**src/rtl/qcrm_pkg.sv**
```systemverilog
// ============================================================================
// qcrm_pkg
// Shared types and constants of the quad-SPI controller register model.
// ============================================================================
package qcrm_pkg;

    localparam int REGISTER_COUNT_DEF = 13;

    localparam logic FUNC_READ  = 1'b0;
    localparam logic FUNC_WRITE = 1'b1;

    localparam logic KIND_SPI  = 1'b0;
    localparam logic KIND_RESP = 1'b1;

    localparam logic [7:0] IX_CR    = 8'd0;
    localparam logic [7:0] IX_SR    = 8'd2;
    localparam logic [7:0] IX_FCR   = 8'd3;
    localparam logic [7:0] IX_DLR   = 8'd4;
    localparam logic [7:0] IX_CCR   = 8'd5;
    localparam logic [7:0] IX_AR    = 8'd6;
    localparam logic [7:0] IX_DR    = 8'd8;
    localparam logic [7:0] IX_PSMKR = 8'd9;
    localparam logic [7:0] IX_PSMAR = 8'd10;

    localparam logic [31:0] MATCH_OR_BIT = 32'h0080_0000;
    localparam logic [31:0] MODE_FIELD   = 32'h0C00_0000;
    localparam logic [31:0] MODE_POLL    = 32'h0800_0000;
    localparam logic [31:0] INSTR_FIELD  = 32'h0000_00FF;
    localparam logic [31:0] ADSIZE_FIELD = 32'h0000_3000;
    localparam logic [31:0] ADMODE_FIELD = 32'h0000_0C00;
    localparam logic [31:0] IMODE_FIELD  = 32'h0000_0300;
    localparam logic [31:0] SR_SMF       = 32'h0000_0008;
    localparam logic [31:0] SR_TCF       = 32'h0000_0002;
    localparam logic [31:0] SR_BSY       = 32'h0000_0020;

    localparam int ADSIZE_LSB = 12;
    localparam logic [2:0] MAX_BYTES = 3'd4;

    localparam logic signed [33:0] COUNT_MAX = {1'b0, {33{1'b1}}};
    localparam logic signed [33:0] COUNT_MIN = {1'b1, 33'b0};

    typedef struct packed {
        logic        func;
        logic [7:0]  reg_index;
        logic [31:0] write_data;
        logic [2:0]  access_size;
        logic [7:0]  flash_reply;
    } t_in_item;

    typedef struct packed {
        logic        item_kind;
        logic [7:0]  spi_byte;
        logic        cs_high;
        logic [31:0] read_data;
        logic        last;
    } t_out_item;

    typedef struct packed {
        logic        load;
        logic        step;
        logic [31:0] data;
        logic [2:0]  count;
    } t_tx_ctl;

    typedef struct packed {
        logic [7:0] tx_byte;
        logic       last;
        logic       empty;
    } t_tx_sts;

endpackage

```
**src/rtl/qcrm_byte_tx.sv**
```systemverilog
// ============================================================================
// qcrm_byte_tx
// Byte serializer: holds a word and hands out its bytes low byte first.
// ============================================================================
module qcrm_byte_tx (
    input  logic             i_clk,
    input  logic             i_rst_n,
    input  qcrm_pkg::t_tx_ctl i_ctl,
    output qcrm_pkg::t_tx_sts o_sts
);
    import qcrm_pkg::*;

    logic [31:0] r_shift;
    logic [2:0]  r_left;

    always_ff @(posedge i_clk) begin
        if (!i_rst_n) begin
            r_left <= 3'd0;
        end else if (i_ctl.load) begin
            r_left <= i_ctl.count;
        end else if (i_ctl.step && r_left != 3'd0) begin
            r_left <= r_left - 3'd1;
        end
    end

    always_ff @(posedge i_clk) begin
        if (i_ctl.load) begin
            r_shift <= i_ctl.data;
        end else if (i_ctl.step) begin
            r_shift <= {8'h00, r_shift[31:8]};
        end
    end

    assign o_sts.tx_byte = r_shift[7:0];
    assign o_sts.last    = (r_left == 3'd1);
    assign o_sts.empty   = (r_left == 3'd0);

endmodule

```
**config.mk**
```make
export PLATFORM = sky130hd
export DESIGN_NAME = qcrm_byte_tx
export DESIGN_NICKNAME = d
export VERILOG_FILES = /design/src/rtl/qcrm_pkg.sv /design/src/rtl/qcrm_byte_tx.sv
export SDC_FILE = /design/constraint.sdc
export NUM_CORES = 1
export LEC_CHECK = 0
export ABC_AREA = 1
export BUFFER_PORTS_ARGS = -buffer_cell sky130_fd_sc_hd__buf_2
export CAP_MARGIN = 20
export CORE_AREA = 5 5 70 66
export DETAILED_ROUTE_END_ITERATION = 10
export DIE_AREA = 0 0 75 71
export PLACE_DENSITY_LB_ADDON = 0.2
export REMOVE_ABC_BUFFERS = 1
export SYNTH_ARGS = -nofsm -noshare
export SYNTH_HDL_FRONTEND = slang
export SYNTH_SLANG_ARGS = --single-unit
```
**constraint.sdc**
```tcl
create_clock -name i_clk -period 1.7 [get_ports i_clk]
set_clock_uncertainty 0.1 [all_clocks]
set_input_delay 0.255 -clock i_clk [delete_from_list [all_inputs] [get_ports i_clk]]
set_output_delay 0.255 -clock i_clk [all_outputs]
set_load 0.01 [all_outputs]
```
==> impl_metrics.py <==
metrics = {
    "pwr": {
        "cellPowerDensity_mw_per_mm2": 960,
        "p_comb_share_pct": 12.6,
        "p_int_mw": 1.42,
        "p_leak_nw": 1.01,
        "power_frac_seq_pct": 57.5,
        "clock_power_share_pct": 29.9,
        "switching_share_pct": 23.3,
        "p_switching_uw": 432,
        "ir_worst_vdd_v": 0.000542,
    },
    "global_route": {
        "use_met1_pct": 10.8,
        "use_met2_pct": 17.9,
        "grt_max_degree": 34,
        "met3_usage_pct": 4.97,
        "antenna_found_initial": 0,
        "overflow": 0,
        "grt_pass1_wl_um": 4200,
        "top_usage_layer": "met2",
        "grt_pass1_vias": 1030,
        "track_usage_pct": 10.7,
    },
    "clock_tree": {
        "cts_setup_buffers": 0,
        "cts_resized": 0,
        "clkSinkCount": 35,
        "cts_root_buf": "clkbuf_8",
        "path_clk_slew_ns": 0.07,
        "cts_buffers": 5,
        "clockBufferDepth": 2,
        "h-tree-depth": 2,
        "clock_latency_ns": 0.28,
        "cts_hold_buf": 0,
        "cts_tree": "built",
    },
    "logic_synthesis": {
        "ys_warn_count": 0,
        "synth-seq-cells": 35,
        "yosysSeqAreaShare_pct": 62.7,
        "yosysTopAreaCellShare_pct": 59.0,
        "synth.largest_area_cell": "edfxtp_1",
        "netlist_area_sq_mm": 0.00163,
        "syn_inst": 173,
        "yosys.cell_types.count": 14,
        "synth_area_leaders": "edfxtp_1 59%, nand2_1 21%, buf_4 5.5%",
        "avgSynthCellArea_sq_um": 9.42,
    },
    "route": {
        "drtIter0Drc": 50,
        "via_per_inst": 4.19,
        "wl_um": 2680,
        "drcViolationCount": 0,
        "dr.pass1.iters": 4,
        "routedWlPerCell_um": 10.1,
        "vias": 1111,
        "antenna_left": 0,
    },
    "sta": {
        "setup_viol": 0,
        "max_freq_mhz": 653,
        "worst_slew_pin_slew_ns": 0.452,
        "rsz0062_at_grt": "no",
        "drv_slew": 0,
        "hold_viol": 0,
        "slew_headroom_pct": 69.8,
        "fin_setup_tns_ns": 0,
        "fin_crit_ns": 1.53,
        "fin_crit_sh_pct": 90.1,
    },
    "floorplan": {
        "io_pins": 49,
        "rows": 22,
        "die_w_um": 75,
        "start_util_pct": 42.0,
        "fp.dieArea_sq_mm": 0.00533,
        "die_y_um": 71,
        "coreArea_sq_mm": 0.00388,
    },
    "critical_path": {
        "worstPathRequired_ns": 1.34,
        "reg2reg_depth": 8,
        "path_cells": "inv_1 > ha_1 > inv_1 > nor2_1 > buf_2",
        "worstSetupPathType": "reg2out",
        "critPathCaptureType": "output port",
        "crit_top_cell": "inv_1",
        "crit_fanout": 4,
        "critPathLaunchType": "flip-flop",
        "arrival_ns": 1.18,
        "crit_path_top_delay_cell": "dfxtp_1",
        "max_stage_delay_ns": 0.38,
    },
    "outcome": {
        "outcome": "completed",
    },
    "layout": {
        "final_cell_mix": "92 x nand2_1, 48 x buf_2, 32 x edfxtp_1",
        "nets": 258,
        "design_area_sq_mm": 0.00193,
        "diodes": 0,
        "layout_commonest_cell": "nand2_1",
        "drive_gt1_share_pct": 28.1,
        "synthToLayoutAreaGrowth_pct": 18.4,
        "fillers": 384,
    },
    "job": {
        "cap_violations": 0,
    },
    "min_path": {
        "hold_path_depth": 3,
        "hp-class": "in2reg",
    },
    "placement": {
        "gp_congestion": 0.782,
        "portBuffers": 48,
        "place_hpwl_um": 1930,
        "placed_area_sq_mm": 0.00184,
    },
}
-- final cells by class --
class / count / area, sq um / share of cell area, %
Clock inverter: 3 / 15.0 / 0.779
Tap cell: 48 / 60.1 / 3.11
Multi-Input combinational cell: 108 / 448 / 23.2
Sequential cell: 35 / 1020 / 53.0
Clock buffer: 5 / 68.8 / 3.57
Inverter: 16 / 60.1 / 3.11
Timing Repair Buffer: 50 / 255 / 13.2
-- synthesized netlist by cell type --
cell type	number
nor2_1	4
dfxtp_1	3
nand3_1	1
or2_4	1
edfxtp_1	32
inv_2	1
o21ai_0	4
buf_4	12
a21oi_1	2
nand2_1	92
inv_1	15
nand2_2	1
buf_2	2
ha_1	3
-- power groups by stage --
stage | clock network, mW | logic, mW | registers [mW]
global placement | 0 | 0.237 | 1.08
floorplan | 0 | 0.120 | 1.09
finish | 0.553 | 0.234 | 1.06
global route | 0.608 | 0.270 | 1.07
CTS | 0.576 | 0.240 | 1.07
detailed placement | 0 | 0.239 | 1.08
-- registers in the layout, summed over array words and instances, names as in the netlist --
name,count
r_shift,32
r_left,3
-- stage by stage --
step	util, %	power, mW	hold slack (ns)	setup slack (ns)	std cells
2_1_floorplan	-	1.21	0.287	0.459	159
3_3_place_gp	47.5	1.32	0.375	0.317	257
3_5_place_dp	47.5	1.32	0.387	0.285	257
4_1_cts	49.7	1.88	0.115	0.142	265
5_1_grt	49.7	1.95	0.131	0.0575	265
6_report	49.7	1.85	0.127	0.169	265
-- per-layer routing --
metal  vias up  share of wire, %
met5         -                 0
met4         0               1.3
met3         2               8.5
met2        25                49
met1       468                41
li1        616                 -
-- cell families after synthesis --
family,share of synthesized area [%]
buffers and inverters,9.83
adder cells (fa/ha/maj),2.30
AO/OA/AOI/OAI,1.84
flip-flops,62.7
AND/OR/NAND/NOR,23.3
-- final timing paths --
| kind | from | endpoint | slack, ns |
|---|---|---|---|
| max | r_left[0] | o_sts[0] | 0.17 |
| min | i_ctl[28] | r_shift[25] | 0.13 |
| max reg2reg | r_left[0] | r_left[1] | 0.40 |
| min reg2reg | r_left[1] | r_left[1] | 0.39 |
-- worst max-delay path, delay by kind of cell, from the launching register on --
family,cells,cell delay [ns]
buf+inv,3,0.28
simple gates,1,0.05
fa+ha+maj,1,0.19
flops,1,0.38
Power figures use the tool's default switching activity.
